### config.mk
export PLATFORM = sky130hd
export DESIGN_NAME = mfs_div
export DESIGN_NICKNAME = d
export VERILOG_FILES = /design/src/sv/mfs_pkg.sv /design/src/sv/mfs_div.sv
export SDC_FILE = /design/constraint.sdc
export NUM_CORES = 1
export LEC_CHECK = 0
export BUFFER_PORTS_ARGS = -buffer_cell sky130_fd_sc_hd__buf_4
export CAP_MARGIN = 30
export CORE_UTILIZATION = 57
export DETAILED_ROUTE_END_ITERATION = 8
export PLACE_DENSITY = 0.81
export SETUP_SLACK_MARGIN = 0.05
export SYNTH_ARGS = -nofsm -noshare
export SYNTH_HDL_FRONTEND = slang
export SYNTH_SLANG_ARGS = --single-unit
export TNS_END_PERCENT = 30
### constraint.sdc
create_clock -name clk -period 3.4 [get_ports clk]
set_input_delay 0.68 -clock clk [delete_from_list [all_inputs] [get_ports clk]]
set_output_delay 0.68 -clock clk [all_outputs]
set_load 0.01 [all_outputs]
### src/sv/mfs_pkg.sv
package mfs_pkg;

	localparam int FRAC_BITS = 16;
	localparam int DIV_QW = 24;
	localparam int DIV_DW = 33;
	localparam int DIV_CW = $clog2(DIV_QW + 1);

	localparam logic [25:0] KI = 26'd54212280;
	localparam logic [26:0] KC = 27'd85156450;

	localparam logic [3:0] W_LOC_X = 4'd0;
	localparam logic [3:0] W_LOC_Y = 4'd1;
	localparam logic [3:0] W_LOC_Z = 4'd2;
	localparam logic [3:0] W_STR_X = 4'd3;
	localparam logic [3:0] W_STR_Y = 4'd4;
	localparam logic [3:0] W_STR_Z = 4'd5;
	localparam logic [3:0] W_LENGTH = 4'd6;
	localparam logic [3:0] W_EDGE = 4'd7;
	localparam logic [3:0] W_KIND = 4'd8;

	localparam logic [1:0] KIND_DIPOLE = 2'd1;
	localparam logic [1:0] KIND_QUAD = 2'd2;

	typedef enum logic [1:0] {
		ST_EVAL = 2'd0,
		ST_WRITTEN = 2'd1,
		ST_BADKIND = 2'd2,
		ST_EMPTY = 2'd3
	} status_t;

	typedef enum logic [3:0] {
		S_IDLE, S_DER1, S_DER2, S_LOAD, S_CHK, S_DIV1, S_DIV2GO, S_DIV2,
		S_TERM1, S_TERM2, S_NEXT, S_DONE
	} state_t;

	typedef struct packed {
		logic op;
		logic [2:0] slot;
		logic [3:0] word_sel;
		logic signed [31:0] value;
		logic signed [31:0] pos_x;
		logic signed [31:0] pos_y;
		logic signed [31:0] pos_z;
	} mfs_cmd_t;

	typedef struct packed {
		logic signed [31:0] field_x;
		logic signed [31:0] field_y;
		logic signed [31:0] field_z;
		logic [1:0] status;
	} mfs_result_t;

	typedef struct packed {
		logic [2:0][31:0] loc;
		logic [2:0][31:0] str;
		logic signed [31:0] len;
		logic signed [31:0] edge_len;
		logic signed [31:0] scale;
		logic signed [31:0] core;
		logic [1:0] kind;
	} cell_t;

	// Arithmetic shift right with rounding half away from zero.
	function automatic logic signed [95:0] rsh(input logic signed [95:0] v,
		input int unsigned s);
		logic [95:0] m;
		logic [95:0] h;
		logic [95:0] r;
		h = 96'(1) << (s - 1);
		m = v[95] ? 96'(-v) : 96'(v);
		r = (m + h) >> s;
		return v[95] ? -$signed(r) : $signed(r);
	endfunction

	function automatic logic signed [31:0] sat32(input logic signed [95:0] v);
		if (v > 96'sh7FFFFFFF) begin
			return 32'sh7FFFFFFF;
		end else if (v < -96'sh80000000) begin
			return 32'sh80000000;
		end else begin
			return v[31:0];
		end
	endfunction

endpackage

### src/sv/mfs_div.sv
module mfs_div import mfs_pkg::*; (
	input logic clk,
	input logic arst_n,
	input logic go,
	input logic [DIV_DW-1:0] rem0,
	input logic [DIV_QW-1:0] low,
	input logic [DIV_DW-1:0] den,
	output logic done,
	output logic [DIV_QW-1:0] quo
);

	logic [DIV_DW-1:0] rem_q;
	logic [DIV_QW-1:0] sh_q;
	logic [DIV_DW-1:0] den_q;
	logic [DIV_CW-1:0] cnt_q;
	logic [DIV_DW:0] trial;

	assign trial = {rem_q, sh_q[DIV_QW-1]};

	always_ff @(posedge clk or negedge arst_n) begin
		if (!arst_n) begin
			cnt_q <= '0;
			done <= 1'b0;
		end else begin
			done <= (cnt_q == DIV_CW'(1));
			if (go) begin
				cnt_q <= DIV_CW'(DIV_QW);
			end else if (cnt_q != '0) begin
				cnt_q <= cnt_q - DIV_CW'(1);
			end
		end
	end

	always_ff @(posedge clk) begin
		if (go) begin
			rem_q <= rem0;
			sh_q <= low;
			den_q <= den;
		end else if (cnt_q != '0) begin
			sh_q <= {sh_q[DIV_QW-2:0], 1'b0};
			if (trial >= {1'b0, den_q}) begin
				rem_q <= DIV_DW'(trial - {1'b0, den_q});
				quo <= {quo[DIV_QW-2:0], 1'b1};
			end else begin
				rem_q <= trial[DIV_DW-1:0];
				quo <= {quo[DIV_QW-2:0], 1'b0};
			end
		end
	end

	a_go_idle: assert property (@(posedge clk) disable iff (!arst_n)
		go |-> cnt_q == '0) else $error("divider restarted while running");

endmodule

==> impl_metrics.tcl <==
set metrics [dict create \
    core_area_um2 11400 \
    synth_most_common_cell "edfxtp_1" \
    yosysTopAreaCell "edfxtp_1" \
    drc 0 \
    worst_hold_slack_ns 0.0540 \
    reg2reg_depth 12 \
    dieArea_um2 12200 \
    combPwrFrac 0.419 \
    fin_setup_tns_ns 0 \
    syn-num-nets 710 \
    root_buffer "clkbuf_16" \
    powerDensity_nw_per_um2 838 \
    nFillCells 816 \
    drv_slew 0 \
    rsz0062_at_grt "no" \
    ant_nets 0 \
    p_sw_uw 2470 \
    grtUsageMet3 0.0658 \
    synthDistinctLibCells 61 \
    h-tree-depth 4 \
    p_total_uw 7030 \
    async_flop_share 0.0500 \
    period_minus_slack_ns 3.18 \
    crit_type "flip-flop to flip-flop" \
    avgSynthCellArea_um2 11.5 \
    netlist_area_um2 6680 \
    multi_input_area_um2 2860 \
    worstMarginPinSlew_ns 0.499 \
    p_leak_uw 0.00353 \
    antenna_found_initial 0 \
    slew_headroom 0.664 \
    clk_pin_slew_ns 0.06 \
    grt_usage 0.247 \
    first_pass_iters 5 \
    dp_hpwl_um 9820 \
    required_ns 3.55 \
    status "completed" \
    clockPowerShare 0.271 \
    rrSetupSlack_ns 0.22 \
    start_kind "flip-flop" \
    critPathMaxFanout 6 \
    grt_max_degree 58 \
    initial_core_util 0.585 \
    grt_pass1_wl_um 22500 \
    numPortBuffers 117 \
    area_delta_synth_final_pct 25.7 \
    clockBufferDepth 2 \
    fin_skew_ns 0.0106 \
    sw_frac_of_total 0.352 \
    synth_ff_type "edfxtp_1" \
    synth_seq_area_share 0.535 \
    ir_drop_mv 0.593 \
    drive_gt1_frac 0.296 \
    viasPerCell 5.68 \
    drt_wl_total_um 14100 \
    met2_usage 0.408 \
    design_area_um2 8400 \
    fin_ws_ns 0.223 \
    cts_tree "yes" \
    grt_pass1_vias 4900 \
    synth_area_leaders "edfxtp_1 51%, ha_1 6.7%, mux2_2 6.2%" \
    nNetsFinal 837 \
    syn_inst 580 \
    worstSetupEndpointType "flip-flop" \
    fmax_mhz 315 \
    clock_sinks 120 \
    die_y_um 110 \
    gp_congestion 0.871 \
    busiest_layer "met2" \
    die_x_um 110 \
    p_int_uw 4560 \
    vias 4902 \
    ys_seq_elements 120 \
    placed_area_um2 7760 \
    ys_top_cells_by_count "114 x edfxtp_1, 60 x a21oi_1, 41 x inv_1, 41 x nand2_1, 37 x mux2_2" \
    rows 39 \
    synth_edf_count 114 \
    clk_latency_ns 0.42 \
    sequentialPowerShare 0.310 \
    setup_violations 0 \
    regArea_um2 3570 \
    post-place-ws_ns 0.260 \
    grt_use_met1 0.311 \
    ys_warn_count 0 \
    grt.overflow.total 0 \
    regToRegEndpoint "rem_q[20]" \
    yosys.area.top_type_share 0.512 \
    io_pins 118 \
    arrival_ns 3.33 \
    drt_iter0_markers 301 \
    drt-wirelength-per-cell_um 16.4 \
    n_antenna_cell 0 \
    hold_class "input port to asynchronous set/reset pin" \
    drv_cap 0 \
    period_share 0.934 \
    numCtsBuffers 17 \
    finalHoldViolCount 0 \
    r2r_start "sh_q[23]" \
]
-- cell type report --
type / instances / area share
clock inverters: 14 / 0.0238
inverters: 42 / 0.0188
well taps: 143 / 0.0213
flip-flops and latches: 120 / 0.426
multi-input cells: 398 / 0.340
clock buffers: 18 / 0.0511
repair buffers: 128 / 0.119
-- flip-flops by register name (all words and copies together), names as in the netlist --
name,cells
cnt_q,5
den_q,33
done,1
quo,24
rem_q,33
sh_q,24
-- power groups by stage --
stage	clock network [uW]	logic, uW	registers [uW]
after floorplan	0	2240	2160
after global placement	0	2770	2180
after detailed placement	0	2860	2200
after CTS	1930	2910	2180
after global routing	1990	3270	2210
final	1900	2950	2180
-- per-layer routing --
metal	up-vias	share of wire
met5	-	0
met4	0	0.015
met3	22	0.069
met2	185	0.48
met1	2286	0.43
li1	2409	-
-- layout by cell type (no fill, tap or decap), types with 5 or more instances in the layout --
cell,n
dfrtp_1,6
o21ai_0,17
inv_1,41
clkbuf_16,17
nor3_1,11
clkinv_4,5
nor4_1,9
buf_4,125
and3_1,5
mux2_2,37
nor4b_1,7
nand2b_1,6
nor2_1,32
ha_1,36
xnor2_1,14
nand2_1,41
o21bai_1,5
edfxtp_1,114
nand4_1,6
nor2b_1,15
xor2_1,8
nand3_1,6
a21oi_1,60
a211oi_1,5
a21o_1,12
o21ai_1,5
a31oi_1,5
-- critical path, stage by stage, from the launching register on --
cell and delay [ns]:
edfxtp_1 0.39, inv_1 0.08, ha_1 0.16, inv_1 0.05
fa_1 0.40, a21o_1 0.22, a311o_1 0.37, a21oi_2 0.20
a21oi_2 0.15, a21o_1 0.21, a21oi_1 0.25, nor4b_1 0.33
nor4_1 0.09
-- logic make-up after synthesis --
| logic type | Yosys count | synth area share |
|---|---|---|
| buf+inv | 62 | 0.0384 |
| mux | 42 | 0.0708 |
| compound gates | 136 | 0.129 |
| simple gates | 161 | 0.127 |
| xor+xnor | 22 | 0.0288 |
| flops | 120 | 0.535 |
| fa+ha+maj | 37 | 0.0704 |
-- what timing repair did --
action	CTS	global route
setup endpoints to repair	0	1
resized for setup	0	1
hold buffers	0	0
buffers inserted	0	1
-- worst max-delay path by stage --
stage / start / to / slack (ns) / cells after the start
global route: sh_q[23] / rem_q[15] / 0.08 / 14
global placement: sh_q[23] / rem_q[19] / 0.37 / 14
floorplan: go / rem_q[0] / 0.34 / 3
CTS: sh_q[23] / rem_q[15] / 0.25 / 14
finish: sh_q[23] / rem_q[20] / 0.22 / 12
detailed placement: sh_q[23] / rem_q[15] / 0.26 / 14
-- metrics by stage --
stage,instances,utilization
3_3_place_gp,830,0.679
3_5_place_dp,830,0.679
2_1_floorplan,580,-
5_1_grt,863,0.735
4_1_cts,862,0.734
6_report,863,0.735
No activity file was read; power rests on OpenSTA's default activity.
