## src/sv/mfs_pkg.sv

```systemverilog
package mfs_pkg;

	localparam int FRAC_BITS = 16;
	localparam int DIV_QW = 24;
	localparam int DIV_DW = 33;
	localparam int DIV_CW = $clog2(DIV_QW + 1);

	localparam logic [25:0] KI = 26'd54212280;
	localparam logic [26:0] KC = 27'd85156450;

	localparam logic [3:0] W_LOC_X = 4'd0;
	localparam logic [3:0] W_LOC_Y = 4'd1;
	localparam logic [3:0] W_LOC_Z = 4'd2;
	localparam logic [3:0] W_STR_X = 4'd3;
	localparam logic [3:0] W_STR_Y = 4'd4;
	localparam logic [3:0] W_STR_Z = 4'd5;
	localparam logic [3:0] W_LENGTH = 4'd6;
	localparam logic [3:0] W_EDGE = 4'd7;
	localparam logic [3:0] W_KIND = 4'd8;

	localparam logic [1:0] KIND_DIPOLE = 2'd1;
	localparam logic [1:0] KIND_QUAD = 2'd2;

	typedef enum logic [1:0] {
		ST_EVAL = 2'd0,
		ST_WRITTEN = 2'd1,
		ST_BADKIND = 2'd2,
		ST_EMPTY = 2'd3
	} status_t;

	typedef enum logic [3:0] {
		S_IDLE, S_DER1, S_DER2, S_LOAD, S_CHK, S_DIV1, S_DIV2GO, S_DIV2,
		S_TERM1, S_TERM2, S_NEXT, S_DONE
	} state_t;

	typedef struct packed {
		logic op;
		logic [2:0] slot;
		logic [3:0] word_sel;
		logic signed [31:0] value;
		logic signed [31:0] pos_x;
		logic signed [31:0] pos_y;
		logic signed [31:0] pos_z;
	} mfs_cmd_t;

	typedef struct packed {
		logic signed [31:0] field_x;
		logic signed [31:0] field_y;
		logic signed [31:0] field_z;
		logic [1:0] status;
	} mfs_result_t;

	typedef struct packed {
		logic [2:0][31:0] loc;
		logic [2:0][31:0] str;
		logic signed [31:0] len;
		logic signed [31:0] edge_len;
		logic signed [31:0] scale;
		logic signed [31:0] core;
		logic [1:0] kind;
	} cell_t;

	// Arithmetic shift right with rounding half away from zero.
	function automatic logic signed [95:0] rsh(input logic signed [95:0] v,
		input int unsigned s);
		logic [95:0] m;
		logic [95:0] h;
		logic [95:0] r;
		h = 96'(1) << (s - 1);
		m = v[95] ? 96'(-v) : 96'(v);
		r = (m + h) >> s;
		return v[95] ? -$signed(r) : $signed(r);
	endfunction

	function automatic logic signed [31:0] sat32(input logic signed [95:0] v);
		if (v > 96'sh7FFFFFFF) begin
			return 32'sh7FFFFFFF;
		end else if (v < -96'sh80000000) begin
			return 32'sh80000000;
		end else begin
			return v[31:0];
		end
	endfunction

endpackage

```

## src/sv/mfs_cell.sv

```systemverilog
module mfs_cell import mfs_pkg::*; (
	input logic clk,
	input logic arst_n,
	input logic shift,
	input cell_t nbr,
	input logic wr_en,
	input cell_t wr_data,
	output cell_t q
);

	always_ff @(posedge clk or negedge arst_n) begin
		if (!arst_n) begin
			q <= '0;
		end else if (wr_en) begin
			q <= wr_data;
		end else if (shift) begin
			q <= nbr;
		end
	end

endmodule

```

## config.mk

```make
export PLATFORM = sky130hd
export DESIGN_NAME = mfs_cell
export DESIGN_NICKNAME = d
export VERILOG_FILES = /design/src/sv/mfs_pkg.sv /design/src/sv/mfs_cell.sv
export SDC_FILE = /design/constraint.sdc
export NUM_CORES = 1
export LEC_CHECK = 0
export BUFFER_PORTS_ARGS = -buffer_cell sky130_fd_sc_hd__buf_2
export CAP_MARGIN = 15
export CORE_AREA = 2 2 372 374
export DETAILED_ROUTE_END_ITERATION = 8
export DIE_AREA = 0 0 374 376
export PLACE_DENSITY_LB_ADDON = 0.05
export SLEW_MARGIN = 40
export SYNTH_ARGS = -nofsm -noshare
export SYNTH_HDL_FRONTEND = slang
export SYNTH_SLANG_ARGS = --single-unit
export TNS_END_PERCENT = 100
```

## constraint.sdc

```tcl
create_clock -name clk -period 1.8 [get_ports clk]
set_input_delay 0.09 -clock clk [delete_from_list [all_inputs] [get_ports clk]]
set_output_delay 0.09 -clock clk [all_outputs]
set_load 0.01 [all_outputs]
```

==> run_results.csv, run 1 <==
group,metric,value,unit
outcome,status,"complete, no violations",
logic_synthesis,synth_adder_area_share,0,
sta,tightest_slew,0.615,ns
grt,antenna_found_initial,43,
logic_synthesis,yosys.area_share.simple,0.0810,
cts,cts_setup_buffers,0,
cts,cts_resized,0,
grt,gr-total-overflow,0,
sta,final.period_utilization,0.847,
cts,cts_tree,"done",
grt,grt_pass1_wl,127,mm
grt,use_met2,0.229,
hold_path,hold_class,"primary input to asynchronous set/reset pin",
logic_synthesis,yosysSeqAreaShare,0.540,
cts,clock_latency,0.60,ns
setup_path,critPathMaxFanout,1,
logic_synthesis,synth_top_family_by_area,"multiplexers",
setup_path,cpPeakStageDelay,0.57,ns
routing,drt_iter0_markers,415,
logic_synthesis,synth_cell_type_count,10,
logic_synthesis,yosysWarnings,0,
finish,layout.cells.non_filler,4872,
sta,final_hold_viol_count,0,
die,initial_core_util,0.109,
grt,grt.busiest_layer,"met2",
finish,fin_area,0.0302,mm²
placement,dp_hpwl,68.2,mm
routing,wl_per_cell,18.2,µm
power_and_ir_drop,ir_drop,530,µV
logic_synthesis,yosys.area.top_type,"dfrtp_1",
sta,slew_viol_final,0,
sta,finalClockSkew,0,ns
logic_synthesis,synth_area_leaders,"dfrtp_1 (54%), mux2i_1 (22%), o21ai_1 (9.4%), nand2_1 (8.1%), buf_8 (2.8%)",
finish,fin_nets,3684,
grt,grtUsageMet1,0.124,
grt,grt_pass1_vias,18600,
grt,grt_max_degree,61,
finish,drive_gt1_frac,0.361,
power_and_ir_drop,pwr-share-comb,0.239,
routing,via_count,17000,
logic_synthesis,synth_compound_area_frac,0.108,
setup_path,start_kind,"primary input",
routing,drc,0,
power_and_ir_drop,p_leak,14.9,nW
die,die_area,0.141,mm²
logic_synthesis,synth_top_cell_area_share,0.540,
routing,first_pass_iters,4,
logic_synthesis,syn_avg_cell_area,10.7,µm²
grt,met3_usage,0.0376,
setup_path,worstPathCellList,"dlygate4sd3_1 -> buf_2 -> nand2_1 -> dlygate4sd3_1 -> o21ai_0 -> dlygate4sd3_1",
power_and_ir_drop,p_clk_frac,0.404,
finish,reg_top3,"q: 322 flops",
routing,vias_per_cell,3.50,
setup_path,cp-end-kind,"flip-flop",
finish,area_growth,102,%
routing,routed_wirelength,88.6,mm
sta,hold_slack,0.0544,ns
finish,largest_register_ffs,322,
routing,ant_nets,0,
cts,cts.sinks,322,
grt,grt_use_total,0.122,
setup_path,cp.required,2.28,ns
sta,max_freq,656,MHz
power_and_ir_drop,p_sw_frac,0.290,
setup_path,critPathArrivalTime,2.01,ns
cts,numCtsBuffers,50,
logic_synthesis,synth_fp_nets,2044,
placement,io_buffer_count,969,
logic_synthesis,synth_mux_area_frac,0.216,
die,die_y,376,µm
die,die_w,374,µm
logic_synthesis,ys_ff_latch,322,
placement,place_inst,4123,
sta,fin_crit,1.52,ns
cts,cts_hold_buf,655,
die,num_io_pins,970,
cts,clk_pin_slew,0.05,ns
power_and_ir_drop,p_int,0.0165,W
setup_path,path_class,"primary input to flip-flop",
placement,post_dp_cell_area,0.0221,mm²
logic_synthesis,netlist_area,0.0149,mm²
sta,setup_tns,0,ns
sta,rsz0062_at_grt,"no",
logic_synthesis,synth-xor-area-share,0,
setup_path,crit_top_cell,"dlygate4sd3_1",
die,rows,136,
cts,htree_levels,2,
die,core,0.137,mm²
flow_run,drv_cap,0,
sta,setup_viol,0,
placement,place.gp.congestion,0.804,
cts,clockBufferDepth,3,
setup_path,slowest_stage,"dlygate4sd3_1",
cts,cts-root-buf,"clkbuf_16",
sta,slew_headroom,0.590,
power_and_ir_drop,p_per_area,768,mW/mm²
finish,largest_register,"q",
logic_synthesis,synthCells,1396,
power_and_ir_drop,seq_power_share,0.358,
power_and_ir_drop,net-switching-power,0.00671,W
==> layer usage <==
metal | wire [µm] | share of wire | vias up
met3 | 6000 | 0.068 | 171
met2 | 47500 | 0.54 | 562
met5 | 205 | 0.0023 | -
met4 | 3180 | 0.036 | 34
met1 | 31700 | 0.36 | 8176
li1 | - | - | 8104
==> area by class of cell <==
class,instances,area (µm²)
sequential,322,8060
timing repair buffer,1696,12300
fill,15400,106000
clock inverter,5,31.3
tap,1794,2240
multi-input combinational,966,6040
clock buffer,76,1460
antenna,13,32.5
==> cells by family (layout without fill, tap and decap cells) <==
group                  count (synthesis)  in the layout
AOI/OAI and AO/OA                    322            322
DFF                                  322            322
and+or+nand+nor                      322            322
other                                  0             13
buffers and inverters                108           1777
muxes                                322            322
==> cells in the mapped netlist <==
master / count
buf_12: 3
buf_2: 27
buf_4: 6
buf_8: 28
mux2i_1: 322
dfrtp_1: 322
clkbuf_1: 44
o21ai_1: 280
o21ai_0: 42
nand2_1: 322
==> through the flow <==
stage / power (W) / setup slack, ns / utilization
after floorplan: 0.0101 / 0.877 / -
after global placement: 0.0125 / 0.472 / 0.162
after detailed placement: 0.0125 / 0.453 / 0.162
after CTS: 0.0239 / 0.357 / 0.221
after global routing: 0.0247 / 0.252 / 0.221
final: 0.0232 / 0.276 / 0.221
==> critical path: cells and delay by family <==
kind                   cells  cell delay, ns
AO/OA/AOI/OAI              1            0.07
buffers and inverters      4            1.79
AND/OR/NAND/NOR            1            0.06
==> layout by cell type (no fill, tap or decap) <==
master / n
buf_4: 45
nand2_1: 322
dlygate4sd3_1: 655
diode_2: 13
clkinvlp_4: 1
mux2i_1: 322
clkbuf_8: 9
o21ai_0: 42
inv_6: 1
dfrtp_1: 322
buf_8: 3
clkbuf_1: 16
clkbuf_16: 51
o21ai_1: 280
buf_12: 27
clkinv_2: 3
buf_2: 966
==> worst paths after layout <==
kind                                    startpoint                 end  slack, ns  depth (start not counted)
min in group clk                            nbr[4]    q[4]$_DFFE_PN0P_       0.28                          4
worst min register to register  q[149]$_DFFE_PN0P_  q[149]$_DFFE_PN0P_       1.07                          3
worst max register to register  q[190]$_DFFE_PN0P_  q[190]$_DFFE_PN0P_       0.43                          3
worst max-delay path                   wr_data[55]   q[55]$_DFFE_PN0P_       0.28                          6
max in group asynchronous                   arst_n   q[77]$_DFFE_PN0P_       0.98                          3
worst min-delay path                        arst_n   q[83]$_DFFE_PN0P_       0.05                          2
==> power by group through the flow <==
| stage | Combinational, W | Clock, W | Sequential, W |
|---|---|---|---|
| finish | 0.00553 | 0.00935 | 0.00829 |
| floorplan | 0.00140 | 0 | 0.00870 |
| CTS | 0.00565 | 0.0100 | 0.00829 |
| detailed placement | 0.00408 | 0 | 0.00841 |
| global route | 0.00606 | 0.0102 | 0.00838 |
| global placement | 0.00408 | 0 | 0.00843 |
Note: power is estimated with default switching activity, not from simulation.
==> inputs of run 2 (changes only) <==
- clock period: 1.8 -> 1.51 ns (I/O delays scaled with it)
==> run 2 against run 1 <==
Against the previous run: the flow now finishes with violations (hold timing); wire length rose by 1.3%; register-to-register slack got worse by 0.28 ns; largest cell class unchanged; clock-buffer cell count rose by 3; critical path depth did not move; core utilization rose by 0.23 points; critical path type unchanged; highest routed layer unchanged; critical endpoint is now q[286]$_DFFE_PN0P_.
==> run_results.csv, run 2 (synthesis gave the netlist of run 1 again) <==
group,metric,value,unit
setup_path,worstPathCellList,"dlygate4sd3_1 -> buf_2 -> nand2_1 -> dlygate4sd3_1 -> o21ai_1 -> dlygate4sd3_1",
sta,finalClockSkew,0,ns
finish,drive_gt1_frac,0.358,
finish,area_growth,104,%
routing,wl_per_cell,18.4,µm
die,die_area,0.141,mm²
flow_run,drv_cap,0,
cts,clock_latency,0.60,ns
cts,cts-root-buf,"clkbuf_16",
setup_path,path_class,"primary input to flip-flop",
hold_path,holdPathStages,3,
placement,dp_hpwl,68.4,mm
die,initial_core_util,0.109,
routing,dr_wl_met3,6.07,mm
routing,wl_met2,48.2,mm
placement,post_dp_cell_area,0.0221,mm²
cts,cts_tree,"done",
routing,first_pass_iters,4,
routing,drc,0,
placement,io_buffer_count,969,
sta,final.period_utilization,1.00,
setup_path,critPathArrivalTime,2.01,ns
routing,wl_met1,32.4,mm
sta,max_freq,662,MHz
setup_path,slowest_stage,"dlygate4sd3_1",
grt,grt_max_degree,73,
finish,largest_register,"q",
setup_path,start_kind,"primary input",
routing,routed_wirelength,89.8,mm
sta,final_hold_viol_count,1,
die,die_y,376,µm
sta,slew_headroom,0.763,
routing,top_layer,"met5",
routing,ant_nets,0,
outcome,status,"finished, violations left",
die,rows,136,
power_and_ir_drop,ir_drop,847,µV
cts,cts.sinks,322,
finish,fin_nets,3693,
power_and_ir_drop,p_clk_frac,0.419,
outcome,failed_checks,"hold timing",
grt,grt_pass1_wl,128,mm
die,die_w,374,µm
routing,via_count,17100,
setup_path,critPathMaxFanout,1,
grt,gr-total-overflow,0,
power_and_ir_drop,p_int,0.0203,W
routing,vias_per_cell,3.49,
setup_path,crit_top_cell,"dlygate4sd3_1",
power_and_ir_drop,net-switching-power,0.00813,W
power_and_ir_drop,p_leak,15.0,nW
grt,grt_use_total,0.123,
finish,final_common_cell,"buf_2",
die,core,0.137,mm²
routing,drt_iter0_markers,570,
sta,setup_tns,0,ns
power_and_ir_drop,power,0.0285,W
sta,slew_viol_final,0,
cts,htree_levels,2,
finish,final_cell_mix,"buf_2 (966), dlygate4sd3_1 (672), mux2i_1 (322), nand2_1 (322), dfrtp_1 (322)",
grt,antenna_found_initial,37,
cts,clockBufferDepth,3,
power_and_ir_drop,p_sw_frac,0.286,
finish,filler_cell_count,15200,
sta,tightest_slew,0.356,ns
finish,largest_register_ffs,322,
finish,fin_area,0.0305,mm²
sta,hold_slack,-0.0600,ns
finish,reg_top3,"q: 322 flops",
setup_path,cp-end-kind,"flip-flop",
hold_path,hold_class,"primary input to flip-flop",
setup_path,cp.required,2.01,ns
setup_path,cpPeakStageDelay,0.57,ns
sta,rsz0062_at_grt,"no",
sta,fin_crit,1.51,ns
grt,grt_pass1_vias,18700,
power_and_ir_drop,pwr-share-comb,0.234,
placement,place.gp.congestion,0.787,
cts,cts_setup_buffers,0,
sta,setup_viol,0,
die,num_io_pins,970,
power_and_ir_drop,p_per_area,934,mW/mm²
cts,numCtsBuffers,50,
cts,clk_pin_slew,0.05,ns
setup_path,rr_worst_depth,3,
power_and_ir_drop,seq_power_share,0.347,
==> run 2: worst paths after layout <==
check / endpoint / slack, ns / startpoint
max in group asynchronous: q[150]$_DFFE_PN0P_ / 0.93 / arst_n
worst max-delay path: q[286]$_DFFE_PN0P_ / 0.00005 / wr_data[286]
worst min register to register: q[209]$_DFFE_PN0P_ / 0.55 / q[209]$_DFFE_PN0P_
worst max register to register: q[299]$_DFFE_PN0P_ / 0.15 / q[299]$_DFFE_PN0P_
worst min-delay path: q[61]$_DFFE_PN0P_ / -0.06 / wr_en
min in group asynchronous: q[81]$_DFFE_PN0P_ / 0.20 / arst_n
==> run 2: worst max-delay path: cells and delay by family <==
family | cells | cell delay (ns)
AO/OA/AOI/OAI | 1 | 0.07
buffers and inverters | 4 | 1.82
AND/OR/NAND/NOR | 1 | 0.05
==> run 2: stage by stage <==
step / worst slack (ns) / hold WS (ns) / util / cells
2_1_floorplan: 0.602 / -0.220 / - / 1396
3_5_place_dp: 0.282 / 0.0470 / 0.162 / 4113
3_3_place_gp: 0.287 / 0.0454 / 0.162 / 4113
4_1_cts: 0.0418 / 0.176 / 0.223 / 4873
6_report: 0.0000466 / -0.0600 / 0.223 / 4889
5_1_grt: 0.0128 / 0.0241 / 0.223 / 4887
==> run 2: repair_timing <==
action | 4_1_cts | 5_1_grt
setup endpoints to repair | 0 | 5
hold buffers | 674 | 4
hold endpoints to repair | 644 | 3
gates resized for setup | 0 | 1
==> run 2: metal layers <==
| layer | vias to the layer above | GRT usage |
|---|---|---|
| li1 | 8116 | - |
| met1 | 8205 | 0.126 |
| met2 | 571 | 0.231 |
| met3 | 147 | 0.0382 |
| met4 | 24 | 0.0467 |
| met5 | - | 0 |
==> run 2: cell type report <==
cell class | count | area (µm²) | area share
Sequential cell | 322 | 8060 | 0.264
Tap cell | 1794 | 2240 | 0.0736
Clock inverter | 7 | 114 | 0.00373
Timing Repair Buffer | 1705 | 12500 | 0.410
Multi-Input combinational cell | 966 | 6040 | 0.198
Clock buffer | 79 | 1500 | 0.0492
Antenna cell | 16 | 40.0 | 0.00131
==> run 2: power by group through the flow <==
stage | clock network [W] | registers [W] | logic (W)
2_1_floorplan | 0 | 0.0104 | 0.00167
3_3_place_gp | 0 | 0.0100 | 0.00487
3_5_place_dp | 0 | 0.0100 | 0.00486
4_1_cts | 0.0127 | 0.00988 | 0.00678
5_1_grt | 0.0129 | 0.00998 | 0.00725
6_report | 0.0119 | 0.00988 | 0.00665
